==> src/rtl/drs_pkg.sv <==
// Shared types and constants for the disk request scheduler.
`default_nettype none

package drs_pkg;

  localparam int unsigned QueueDepth = 16;
  localparam int unsigned BlockBits  = 16;
  localparam int unsigned TagBits    = 8;
  localparam int unsigned IdxW       = $clog2(QueueDepth);
  localparam int unsigned CntW       = $clog2(QueueDepth + 1);
  localparam int unsigned TotalW     = 32;
  localparam int unsigned ApbAddrW   = 3;
  localparam int unsigned ApbDataW   = 32;

  // register index of the policy register (byte address 4*index)
  localparam logic [ApbAddrW-3:0] RegPolicy = '0;

  typedef enum logic [0:0] {
    OP_ENQUEUE  = 1'b0,
    OP_DISPATCH = 1'b1
  } op_e;

  typedef enum logic [1:0] {
    ST_ENQUEUED   = 2'd0,
    ST_DISPATCHED = 2'd1,
    ST_FULL       = 2'd2,
    ST_EMPTY      = 2'd3
  } status_e;

  typedef enum logic [1:0] {
    POL_FCFS  = 2'd0,
    POL_SSTF  = 2'd1,
    POL_CSCAN = 2'd2
  } policy_e;

  typedef enum logic [1:0] {
    S_IDLE,
    S_SCAN,
    S_SHIFT,
    S_RESP
  } state_e;

  typedef struct packed {
    op_e                  operation;
    logic [BlockBits-1:0] block_number;
    logic                 is_write;
    logic [TagBits-1:0]   request_tag;
  } req_t;

  typedef struct packed {
    status_e              status;
    logic [BlockBits-1:0] chosen_block;
    logic                 chosen_write;
    logic [TagBits-1:0]   chosen_tag;
    logic [BlockBits-1:0] seek_distance;
    logic [TotalW-1:0]    total_seek;
    logic [CntW-1:0]      pending_count;
  } rsp_t;

  typedef struct packed {
    logic                 is_write;
    logic [TagBits-1:0]   tag;
    logic [BlockBits-1:0] block;
  } entry_t;

endpackage

`default_nettype wire

==> src/rtl/disk_request_scheduler.sv <==
// Disk request scheduler: a queue of up to QueueDepth block requests kept in arrival order.
// An enqueue request is stored and answered with status enqueued or full.
// A dispatch request walks the queue with one subtractor and one comparator, one entry per
// cycle out of a queue memory with one write port and one registered read port: FCFS reads
// only the oldest entry, SSTF and C-SCAN read all N pending entries. The chosen entry is then
// removed by moving each younger entry down one slot, one per cycle (N - idx - 1 moves),
// after which the last served block and the saturating seek total are updated. The block
// takes one request at a time; the result sits in an output register, and the next request
// is taken as soon as the result has been written there.
// Policy is written through the APB port at byte address 0; code 3 acts as FCFS.
`default_nettype none

module disk_request_scheduler (
  input  wire logic                             clk_i,
  input  wire logic                             rst_ni,
  input  wire logic                             in_valid_i,
  output logic                                  in_ready_o,
  input  wire drs_pkg::req_t                    in_req_i,
  output logic                                  out_valid_o,
  input  wire logic                             out_ready_i,
  output drs_pkg::rsp_t                         out_rsp_o,
  input  wire logic                             psel,
  input  wire logic                             penable,
  input  wire logic                             pwrite,
  input  wire logic [drs_pkg::ApbAddrW-1:0]     paddr,
  input  wire logic [drs_pkg::ApbDataW-1:0]     pwdata,
  output logic [drs_pkg::ApbDataW-1:0]          prdata,
  output logic                                  pready
);
  import drs_pkg::*;

  // queue memory
  entry_t              mem_q [QueueDepth];
  entry_t              rd_data_q;
  logic [IdxW-1:0]     rd_addr;
  logic                wr_en;
  logic [IdxW-1:0]     wr_addr;
  entry_t              wr_data;

  // control and state
  state_e              state_q, state_d;
  policy_e             policy_q;
  logic [CntW-1:0]     occ_q, occ_d;
  logic [BlockBits-1:0] last_q, last_d;
  logic [TotalW-1:0]   total_q, total_d;
  status_e             status_q, status_d;

  // scan / shift pointers
  logic [CntW-1:0]     scan_idx_q, scan_idx_d;
  logic [IdxW-1:0]     cmp_idx_q, cmp_idx_d;
  logic                cmp_vld_q, cmp_vld_d;

  // best candidate so far
  logic [IdxW-1:0]     best_idx_q, best_idx_d;
  logic [BlockBits:0]  best_key_q, best_key_d;
  logic [BlockBits-1:0] best_dist_q, best_dist_d;
  entry_t              best_ent_q, best_ent_d;

  // output register
  logic                out_valid_q, out_valid_d;
  rsp_t                out_rsp_q, out_rsp_d;

  // shared compare unit
  logic [BlockBits:0]   diff;
  logic                 below;
  logic [BlockBits-1:0] abs_dist;
  logic [BlockBits:0]   key;
  logic                 take;
  logic                 issue;
  logic [CntW-1:0]      limit;
  logic [TotalW:0]      sum;

  logic in_acc;
  logic cfg_wr;
  logic out_free;

  assign in_acc   = in_valid_i && in_ready_o;
  assign out_free = !out_valid_q || out_ready_i;

  // APB
  assign pready = 1'b1;
  assign cfg_wr = psel && penable && pwrite && (paddr[ApbAddrW-1:2] == RegPolicy);
  assign prdata = {{(ApbDataW-2){1'b0}}, policy_q};

  always_ff @(posedge clk_i or negedge rst_ni) begin
    if (!rst_ni) begin
      policy_q <= POL_FCFS;
    end else if (cfg_wr) begin
      policy_q <= policy_e'(pwdata[1:0]);
    end
  end

  // distance and ordering key of the entry coming out of memory
  assign diff     = {1'b0, rd_data_q.block} - {1'b0, last_q};
  assign below    = diff[BlockBits];
  assign abs_dist = below ? (~diff[BlockBits-1:0] + 1'b1) : diff[BlockBits-1:0];
  // C-SCAN ranks wrapped entries after those at or above the head
  assign key      = (policy_q == POL_CSCAN) ? {below, rd_data_q.block} : {1'b0, abs_dist};
  assign take     = (cmp_idx_q == '0) || (key < best_key_q);

  // FCFS (and the unused code) only looks at the oldest entry
  assign limit = ((policy_q == POL_SSTF) || (policy_q == POL_CSCAN)) ? occ_q : CntW'(1);
  assign issue = (state_q == S_SCAN) ? (scan_idx_q < limit) : (scan_idx_q < occ_q);

  assign sum = {1'b0, total_q} + {{(TotalW + 1 - BlockBits){1'b0}}, best_dist_q};

  // next state
  always_comb begin
    state_d = state_q;
    case (state_q)
      S_IDLE: begin
        if (in_acc) begin
          if (in_req_i.operation == OP_DISPATCH && occ_q != '0) begin
            state_d = S_SCAN;
          end else begin
            state_d = S_RESP;
          end
        end
      end
      S_SCAN: begin
        if (!issue) begin
          state_d = S_SHIFT;
        end
      end
      S_SHIFT: begin
        if (!issue) begin
          state_d = S_RESP;
        end
      end
      S_RESP: begin
        if (out_free) begin
          state_d = S_IDLE;
        end
      end
      default: state_d = S_IDLE;
    endcase
  end

  // datapath and outputs
  always_comb begin
    in_ready_o  = (state_q == S_IDLE);
    occ_d       = occ_q;
    last_d      = last_q;
    total_d     = total_q;
    status_d    = status_q;
    scan_idx_d  = scan_idx_q;
    cmp_idx_d   = cmp_idx_q;
    cmp_vld_d   = 1'b0;
    best_idx_d  = best_idx_q;
    best_key_d  = best_key_q;
    best_dist_d = best_dist_q;
    best_ent_d  = best_ent_q;
    rd_addr     = scan_idx_q[IdxW-1:0];
    wr_en       = 1'b0;
    wr_addr     = occ_q[IdxW-1:0];
    wr_data     = '{is_write: in_req_i.is_write, tag: in_req_i.request_tag,
                    block: in_req_i.block_number};
    out_valid_d = out_valid_q && !out_ready_i;
    out_rsp_d   = out_rsp_q;

    case (state_q)
      S_IDLE: begin
        if (in_acc) begin
          scan_idx_d = '0;
          if (in_req_i.operation == OP_ENQUEUE) begin
            if (occ_q == CntW'(QueueDepth)) begin
              status_d = ST_FULL;
            end else begin
              wr_en    = 1'b1;
              occ_d    = occ_q + 1'b1;
              status_d = ST_ENQUEUED;
            end
          end else if (occ_q == '0) begin
            status_d = ST_EMPTY;
          end
        end
      end
      S_SCAN: begin
        if (issue) begin
          scan_idx_d = scan_idx_q + 1'b1;
          cmp_idx_d  = scan_idx_q[IdxW-1:0];
          cmp_vld_d  = 1'b1;
        end
        if (cmp_vld_q && take) begin
          best_idx_d  = cmp_idx_q;
          best_key_d  = key;
          best_dist_d = abs_dist;
          best_ent_d  = rd_data_q;
        end
        if (!issue) begin
          // start moving the younger entries down over the chosen one
          scan_idx_d = CntW'(best_idx_d) + CntW'(1);
        end
      end
      S_SHIFT: begin
        if (issue) begin
          scan_idx_d = scan_idx_q + 1'b1;
          cmp_idx_d  = scan_idx_q[IdxW-1:0];
          cmp_vld_d  = 1'b1;
        end
        if (cmp_vld_q) begin
          wr_en   = 1'b1;
          wr_addr = cmp_idx_q - 1'b1;
          wr_data = rd_data_q;
        end
        if (!issue) begin
          occ_d    = occ_q - 1'b1;
          last_d   = best_ent_q.block;
          total_d  = sum[TotalW] ? {TotalW{1'b1}} : sum[TotalW-1:0];
          status_d = ST_DISPATCHED;
        end
      end
      S_RESP: begin
        if (out_free) begin
          out_valid_d             = 1'b1;
          out_rsp_d.status        = status_q;
          out_rsp_d.total_seek    = total_q;
          out_rsp_d.pending_count = occ_q;
          if (status_q == ST_DISPATCHED) begin
            out_rsp_d.chosen_block  = best_ent_q.block;
            out_rsp_d.chosen_write  = best_ent_q.is_write;
            out_rsp_d.chosen_tag    = best_ent_q.tag;
            out_rsp_d.seek_distance = best_dist_q;
          end else begin
            out_rsp_d.chosen_block  = '0;
            out_rsp_d.chosen_write  = 1'b0;
            out_rsp_d.chosen_tag    = '0;
            out_rsp_d.seek_distance = '0;
          end
        end
      end
      default: begin
      end
    endcase
  end

  // queue memory: one write and one registered read per cycle
  always_ff @(posedge clk_i) begin
    if (wr_en) begin
      mem_q[wr_addr] <= wr_data;
    end
    rd_data_q <= mem_q[rd_addr];
  end

  always_ff @(posedge clk_i or negedge rst_ni) begin
    if (!rst_ni) begin
      state_q     <= S_IDLE;
      occ_q       <= '0;
      last_q      <= '0;
      total_q     <= '0;
      status_q    <= ST_ENQUEUED;
      scan_idx_q  <= '0;
      cmp_idx_q   <= '0;
      cmp_vld_q   <= 1'b0;
      out_valid_q <= 1'b0;
    end else begin
      state_q     <= state_d;
      occ_q       <= occ_d;
      last_q      <= last_d;
      total_q     <= total_d;
      status_q    <= status_d;
      scan_idx_q  <= scan_idx_d;
      cmp_idx_q   <= cmp_idx_d;
      cmp_vld_q   <= cmp_vld_d;
      out_valid_q <= out_valid_d;
    end
  end

  // payload registers
  always_ff @(posedge clk_i) begin
    best_idx_q  <= best_idx_d;
    best_key_q  <= best_key_d;
    best_dist_q <= best_dist_d;
    best_ent_q  <= best_ent_d;
    out_rsp_q   <= out_rsp_d;
  end

  assign out_valid_o = out_valid_q;
  assign out_rsp_o   = out_rsp_q;

endmodule

`default_nettype wire

==> config.mk <==
export PLATFORM = sky130hd
export DESIGN_NAME = disk_request_scheduler
export DESIGN_NICKNAME = d
export VERILOG_FILES = /design/src/rtl/drs_pkg.sv /design/src/rtl/disk_request_scheduler.sv
export SDC_FILE = /design/constraint.sdc
export NUM_CORES = 1
export LEC_CHECK = 0
export ABC_AREA = 0
export BUFFER_PORTS_ARGS = -buffer_cell sky130_fd_sc_hd__buf_2
export CELL_PAD_IN_SITES_DETAIL_PLACEMENT = 0
export CELL_PAD_IN_SITES_GLOBAL_PLACEMENT = 1
export CORE_UTILIZATION = 46
export CTS_BUF_LIST = sky130_fd_sc_hd__clkbuf_16
export DETAILED_ROUTE_END_ITERATION = 8
export PLACE_DENSITY = 0.75
export SLEW_MARGIN = 20
export SYNTH_ARGS = -nofsm -noshare
export SYNTH_HDL_FRONTEND = slang
export SYNTH_SLANG_ARGS = --single-unit
==> constraint.sdc <==
create_clock -name clk_i -period 6 [get_ports clk_i]
set_input_delay 1.2 -clock clk_i [delete_from_list [all_inputs] [get_ports clk_i]]
set_output_delay 1.2 -clock clk_i [all_outputs]
set_load 0.01 [all_outputs]
==> impl_metrics.py, run 1 <==
metrics = {
    "critical_path": {
        "r2r_setup_slack_ns": 0.39,
        "critPathMaxStageDelay_ns": 0.55,
        "end_kind": "flip-flop",
        "worst-path-buf-inv": 1,
        "r2r-end": "scan_idx_q[2]",
        "cp-start-kind": "flip-flop",
        "worstPathCellList": "inv_1 -> ha_1 -> fa_1 -> nand2b_1 -> a211oi_4 -> o211ai_1 -> a21oi_1 -> xor2_1 -> nor4_1 -> mux2i_1 -> nand2_1 -> ha_1 -> nand4_1 -> or4_1 -> o211ai_2 -> nand2_1 -> mux2_2 -> ha_1 -> xnor2_1 -> a211oi_1 -> a221o_1",
        "r2r.worst_path.cells": 21,
        "cpMostUsedCell": "ha_1",
        "path_class": "flip-flop to flip-flop",
        "required_ns": 6.49,
        "critPathArrivalTime_ns": 6.10,
        "critical_path.max_fanout": 6,
        "crit_start": "rd_data_q[0]",
        "crit_cells": 21,
        "rr_startpoint": "rd_data_q[0]",
        "cp_top_family": "simple AND/OR/NAND/NOR gates",
        "slowest_stage": "or4_1",
    },
    "worst_hold_path": {
        "hold_depth": 0,
        "hp-start": "rd_data_q[23]",
        "min_to": "best_ent_q[23]",
        "hold_class": "flip-flop to flip-flop",
    },
    "power": {
        "p_switching_mw": 6.424,
        "sw_frac_of_total_pct": 36.46,
        "power.share.clock_pct": 22.1,
        "power_mw": 17.62,
        "peakVddDrop_mv": 0.3371,
        "seqPwrFrac_pct": 37.7,
        "power_leakage_nw": 11.31,
        "p_int_mw": 11.20,
        "p_per_area_nw_per_um2": 566.4,
        "power_frac_comb_pct": 40.1,
    },
    "finish": {
        "drive_gt1_share_pct": 20.21,
        "num-fill-cells": 4864,
        "register_area_um2": 18530,
        "areaGrowthSynthToFinish_pct": 13.33,
        "fin_util_pct": 52.71,
        "layout.nets": 2145,
        "multi_input_area_um2": 8292,
    },
    "yosys": {
        "synth_ff_type": "edfxtp_1",
        "yosysTopAreaCell": "edfxtp_1",
        "synth_top_family_by_area": "multiplexers",
        "syn_area_per_cell_um2": 14.85,
        "post_synth_xor_area_fraction_pct": 1.531,
        "synth.most_common_cell": "edfxtp_1",
        "yosysSeqAreaShare_pct": 67.49,
        "synth_common_cells": "542 x edfxtp_1, 148 x nand2_1, 114 x o21ai_0",
        "synthAdderAreaFrac_pct": 3.364,
        "yosys.area_share.simple_pct": 6.477,
        "syn_inst": 1848,
        "async_flop_share_pct": 10.99,
        "netlist_area_um2": 27450,
        "synth_edf_count": 542,
        "yosys_warnings": 0,
        "synthMuxAreaShare_pct": 9.836,
        "netlist.area_leader.share_pct": 59.29,
        "netlist_top_cells_area": "edfxtp_1 59%, dfrtp_1 6.4%, mux4_2 4.1%",
        "synth.distinct_cells": 81,
        "synth_compound_area_share_pct": 8.282,
        "ys_ff_latch": 637,
    },
    "clock_network": {
        "insertion_delay_ns": 0.61,
        "post_cts_buffers": 0,
        "cts_resized": 0,
        "clk_transition_reported_paths_ns": 0.06,
        "cts_buffer_depth": 3,
        "root_buffer": "clkbuf_16",
        "htreeDepth": 3,
        "cts_hold_buffers": 0,
        "cts-buffers-inserted": 67,
        "cts_tree": "built",
        "cts_sinks": 637,
    },
    "job": {
        "cap_violations": 0,
    },
    "timing": {
        "timing.final.crit_share_pct": 93.51,
        "layout_min_cycle_time_ns": 5.611,
        "slew_headroom_pct": 28.48,
        "worst_pin_slew_ns": 1.071,
        "fin_ws_ns": 0.3894,
        "drv_slew": 0,
        "rsz0062_at_grt": "false",
        "max_freq_mhz": 178.2,
        "skew_ns": 0.02777,
        "finalSetupViolCount": 0,
        "hold_viol": 0,
        "timing.hold.ws_ns": 0.4346,
        "tns_ns": 0,
    },
    "route": {
        "vias": 15830,
        "wl_per_cell_um": 21.28,
        "ant_nets": 0,
        "routed_via_density": 5.590,
        "dr.first_iter.drc_count": 1296,
        "drt-total-wl_um": 60250,
        "drc_errors": 0,
        "drtPass1Iterations": 4,
    },
    "die": {
        "die_w_um": 246.3,
        "core_um2": 59020,
        "io_pins": 183,
        "die_h_um": 246.3,
        "fp-row-count": 89,
        "initial_utilization_pct": 46.51,
        "fp.dieArea_um2": 60660,
    },
    "placed_design": {
        "dp_slack_ns": 0.2217,
        "gp_congestion": 0.8190,
        "io_buffers": 119,
        "dp_hpwl_um": 36090,
    },
    "global_route": {
        "antenna_found_initial": 0,
        "grt_pass1_wl_um": 92100,
        "first_global_vias": 15710,
        "overflow": 0,
        "grtUsageTotal_pct": 20.12,
        "grt_max_degree": 115,
    },
    "run_status": {
        "outcome": "complete, no violations",
    },
}
layout by cell type, fill, tap and decap left out, types with 5 or more instances in the layout:
cell type,synthesis,final
a31oi_1,8,7
buf_4,31,44
mux4_2,50,50
dfxtp_1,25,25
a21oi_1,79,79
or3_1,5,5
conb_1,2,31
nand2_1,148,147
nand4_1,11,11
nor2_2,0,17
a22oi_1,30,30
and3_1,12,12
a21o_1,15,15
clkinv_1,0,14
clkbuf_16,0,67
nor2b_1,11,11
and2_1,47,45
nand2b_1,16,16
o21ai_0,114,114
o211ai_1,10,10
nor3_1,13,12
o22ai_1,6,6
a211oi_1,8,8
dfrtp_1,70,67
ha_1,69,69
xor2_1,17,17
a221oi_1,27,27
o21a_1,16,16
mux2i_1,83,83
nand3_1,17,17
inv_1,67,87
edfxtp_1,542,542
xnor2_1,31,31
buf_2,7,118
nor2_1,59,41
mux2_2,66,66
sequential cells by signal, summed over array words and instances, names as in the netlist:
signal,flops
best_ent_q,25
best_key_q,17
out_valid_o,1
cmp_idx_q,4
best_idx_q,4
best_dist_q,16
scan_idx_q,5
state_q,2
out_rsp_o,80
last_q,16
mem_q,400
policy_q,2
cmp_vld_q,1
status_q,2
total_q,32
occ_q,5
rd_data_q,25
layer usage:
metal	vias to the layer above	global-route usage [%]	part of all wire (%)
li1	7304	-	-
met1	8052	26.96	44
met2	412	33.58	49
met3	62	3.420	5.2
met4	0	5.991	1.7
met5	-	0	0
area by class of cell:
| cell class | count | area share (%) |
|---|---|---|
| Antenna cell | 1 | 0.008043 |
| Clock buffer | 67 | 5.389 |
| Clock inverter | 55 | 1.307 |
| Inverter | 67 | 0.8084 |
| Multi-Input combinational cell | 1067 | 26.65 |
| Sequential cell | 637 | 59.57 |
| Tap cell | 773 | 3.109 |
| Timing Repair Buffer | 165 | 3.153 |
per-stage QoR:
stage	instances	instance area (um2)
finish	2832	31110
global route	2831	31110
CTS	2831	31090
detailed placement	2709	29010
global placement	2709	29010
floorplan	1877	27560
power by group through the flow:
stage | sequential (mW) | combinational, mW | clock (mW)
floorplan | 6.61 | 5.14 | 0
global placement | 6.72 | 6.85 | 0
detailed placement | 6.75 | 7.05 | 0
CTS | 6.66 | 7.08 | 3.98
global route | 6.74 | 7.87 | 4.16
finish | 6.65 | 7.07 | 3.90
kinds of logic after synthesis:
family	Yosys count
flip-flops	637
AND/OR/NAND/NOR	364
AO/OA/AOI/OAI	353
multiplexers	199
buffers and inverters	173
adder cells (fa/ha/maj)	72
XOR/XNOR	48
other	2
worst reg2reg max path: stages, from the launching register on:
cell and delay (ns):
dfxtp_1 0.36, inv_1 0.10, ha_1 0.24, fa_1 0.40
nand2b_1 0.21, a211oi_4 0.35, o211ai_1 0.16, a21oi_1 0.31
xor2_1 0.15, nor4_1 0.50, mux2i_1 0.23, nand2_1 0.10
ha_1 0.32, nand4_1 0.11, or4_1 0.55, o211ai_2 0.21
nand2_1 0.16, mux2_2 0.32, ha_1 0.22, xnor2_1 0.16
a211oi_1 0.09, a221o_1 0.26
how the worst max path moves through the flow:
stage / to / slack [ns]
global placement: scan_idx_q[2] / 0.30
detailed placement: scan_idx_q[2] / 0.22
CTS: scan_idx_q[2] / 0.22
finish: scan_idx_q[2] / 0.39
global route: scan_idx_q[1] / 0.04
floorplan: best_dist_q[0] / 0.16
Power figures use the tool's default switching activity.
==> inputs of run 2 (changes only) <==
clock period = 4.6 ns   (was 6 ns; I/O delays follow)
==> impl_metrics.py, run 2 (same netlist as run 1, synthesis figures left out) <==
metrics = {
    "critical_path": {
        "worstPathCellList": "ha_2 -> fa_2 -> nand2b_4 -> a211oi_4 -> o21a_1 -> o21a_1 -> o22ai_2 -> o31a_2 -> xor2_1 -> mux2_4 -> ha_4 -> nand4_1 -> or4_4 -> o211ai_4 -> nand2_2 -> mux2_4 -> ha_4 -> xnor2_2 -> a211oi_2 -> a221o_1",
        "critPathArrivalTime_ns": 5.59,
        "cp_top_family": "compound AO/OA/AOI/OAI gates",
        "end_kind": "flip-flop",
        "critical_path.max_fanout": 5,
        "crit_end": "scan_idx_q[2]",
        "slowest_stage": "or4_4",
        "r2r_setup_slack_ns": -0.49,
        "cp-start-kind": "flip-flop",
        "crit_start": "last_q[0]",
        "worst-path-buf-inv": 0,
        "crit_cells": 20,
        "critPathMaxStageDelay_ns": 0.55,
        "path_class": "flip-flop to flip-flop",
        "r2r-end": "scan_idx_q[2]",
        "r2r.worst_path.cells": 20,
        "rr_startpoint": "last_q[0]",
        "required_ns": 5.10,
    },
    "finish": {
        "largest_reg_flops": 400,
        "areaGrowthSynthToFinish_pct": 19.43,
        "design_area_um2": 32790,
        "final_common_cell": "edfxtp_1",
        "drive_gt1_share_pct": 26.76,
        "regMostFlops": "mem_q",
        "antenna_cells": 0,
        "layout.nets": 2282,
        "num-fill-cells": 4731,
        "most-common-layout-cells": "542 x edfxtp_1, 166 x buf_4, 146 x nand2_1, 118 x buf_2, 109 x o21ai_0",
    },
    "timing": {
        "timing.final.crit_share_pct": 110.7,
        "max_freq_mhz": 196.5,
        "fin_ws_ns": -0.4899,
        "skew_ns": 0.02084,
        "hold_viol": 0,
        "layout_min_cycle_time_ns": 5.090,
        "slew_headroom_pct": 26.74,
        "finalSetupViolCount": 63,
        "rsz0062_at_grt": "true",
        "tns_ns": -22.83,
        "worst_pin_slew_ns": 1.096,
        "drv_slew": 0,
    },
    "route": {
        "wl_per_cell_um": 20.97,
        "drt-total-wl_um": 62280,
        "drtPass1Iterations": 5,
        "drc_errors": 0,
        "dr.first_iter.drc_count": 1049,
        "vias": 16390,
        "ant_nets": 0,
        "routed_via_density": 5.517,
    },
    "global_route": {
        "first_global_vias": 16560,
        "overflow": 0,
        "grt_pass1_wl_um": 94580,
        "grt_max_degree": 119,
        "grtUsageTotal_pct": 20.74,
        "antenna_found_initial": 1,
    },
    "power": {
        "power_leakage_nw": 12.19,
        "p_per_area_nw_per_um2": 806.8,
        "peakVddDrop_mv": 0.4299,
    },
    "die": {
        "fp-row-count": 89,
        "io_pins": 183,
        "initial_utilization_pct": 46.51,
        "fp.dieArea_um2": 60660,
        "die_h_um": 246.3,
        "core_um2": 59020,
        "die_w_um": 246.3,
    },
    "clock_network": {
        "htreeDepth": 3,
        "cts_sinks": 637,
        "insertion_delay_ns": 0.62,
        "cts_tree": "built",
        "root_buffer": "clkbuf_16",
        "cts-buffers-inserted": 69,
        "cts_buffer_depth": 3,
        "clk_transition_reported_paths_ns": 0.06,
        "cts_hold_buffers": 0,
    },
    "run_status": {
        "outcome": "finished, violations left",
        "violations": "setup timing",
    },
    "placed_design": {
        "postPlaceCellArea_um2": 29930,
        "io_buffers": 119,
        "dp_slack_ns": -0.6381,
        "gp_congestion": 0.8521,
        "dp_hpwl_um": 37900,
    },
    "job": {
        "cap_violations": 0,
    },
    "worst_hold_path": {
        "hold_class": "flip-flop to flip-flop",
        "hold_depth": 0,
    },
}
==> run 2: cell types whose count changed in the layout (fill, tap and decap cells not counted), sizes merged <==
cell	change
inv	-2
bufinv	+3
buf	+134
and2	+1
clkinv	+2
diode	-1
clkbuf	+4
clkinvlp	-3
==> run 2: how the worst min path moves through the flow <==
stage	start	end	slack, ns
finish	rd_data_q[19]	best_ent_q[19]	0.44
global route	rd_data_q[22]	best_ent_q[22]	0.44
CTS	rd_data_q[22]	best_ent_q[22]	0.44
detailed placement	rd_data_q[19]	best_ent_q[19]	0.42
global placement	rd_data_q[18]	best_ent_q[18]	0.42
floorplan	rd_data_q[16]	best_ent_q[16]	0.40
==> run 2: power by group <==
part	total (mW)	internal [mW]	switching [mW]	leakage, nW
logic	12.5	5.98	6.50	4.99
registers	8.57	8.05	0.522	6.03
clock network	5.40	3.16	2.24	1.17
total	26.5	17.2	9.26	12.2
==> run 2: layout make-up <==
type                            count  area, um2  area share, %
Clock buffer                       71       1777          5.419
Clock inverter                     55      462.9          1.412
Inverter                           67      251.5         0.7671
Multi-Input combinational cell   1068       8630          26.32
Sequential cell                   637      18530          56.53
Tap cell                          773      967.2          2.950
Timing Repair Buffer              299       2165          6.602
==> run 2: stage by stage <==
step | instances | util [%] | hold slack, ns | power, mW
after global routing | 2970 | 55.55 | 0.4437 | 28.10
after global placement | 2822 | 50.72 | 0.4168 | 19.71
final | 2970 | 55.55 | 0.4368 | 26.45
after floorplan | 1877 | - | 0.4044 | 15.48
after CTS | 2963 | 55.27 | 0.4367 | 26.17
after detailed placement | 2822 | 50.72 | 0.4198 | 19.99
==> run 2: timing repair <==
action | 4_1_cts | 5_1_grt
setup buffers | 8 | 7
gates resized for setup | 37 | 16
gates cloned | 7 | 0
pin swaps | 23 | 12
setup endpoints to repair | 66 | 67
==> run 2: metal layers <==
| layer | track usage, % | part of all wire (%) |
|---|---|---|
| met3 | 4.041 | 5.2 |
| met4 | 7.353 | 3.1 |
| met2 | 34.78 | 49 |
| met5 | 0 | 0 |
| met1 | 26.81 | 43 |
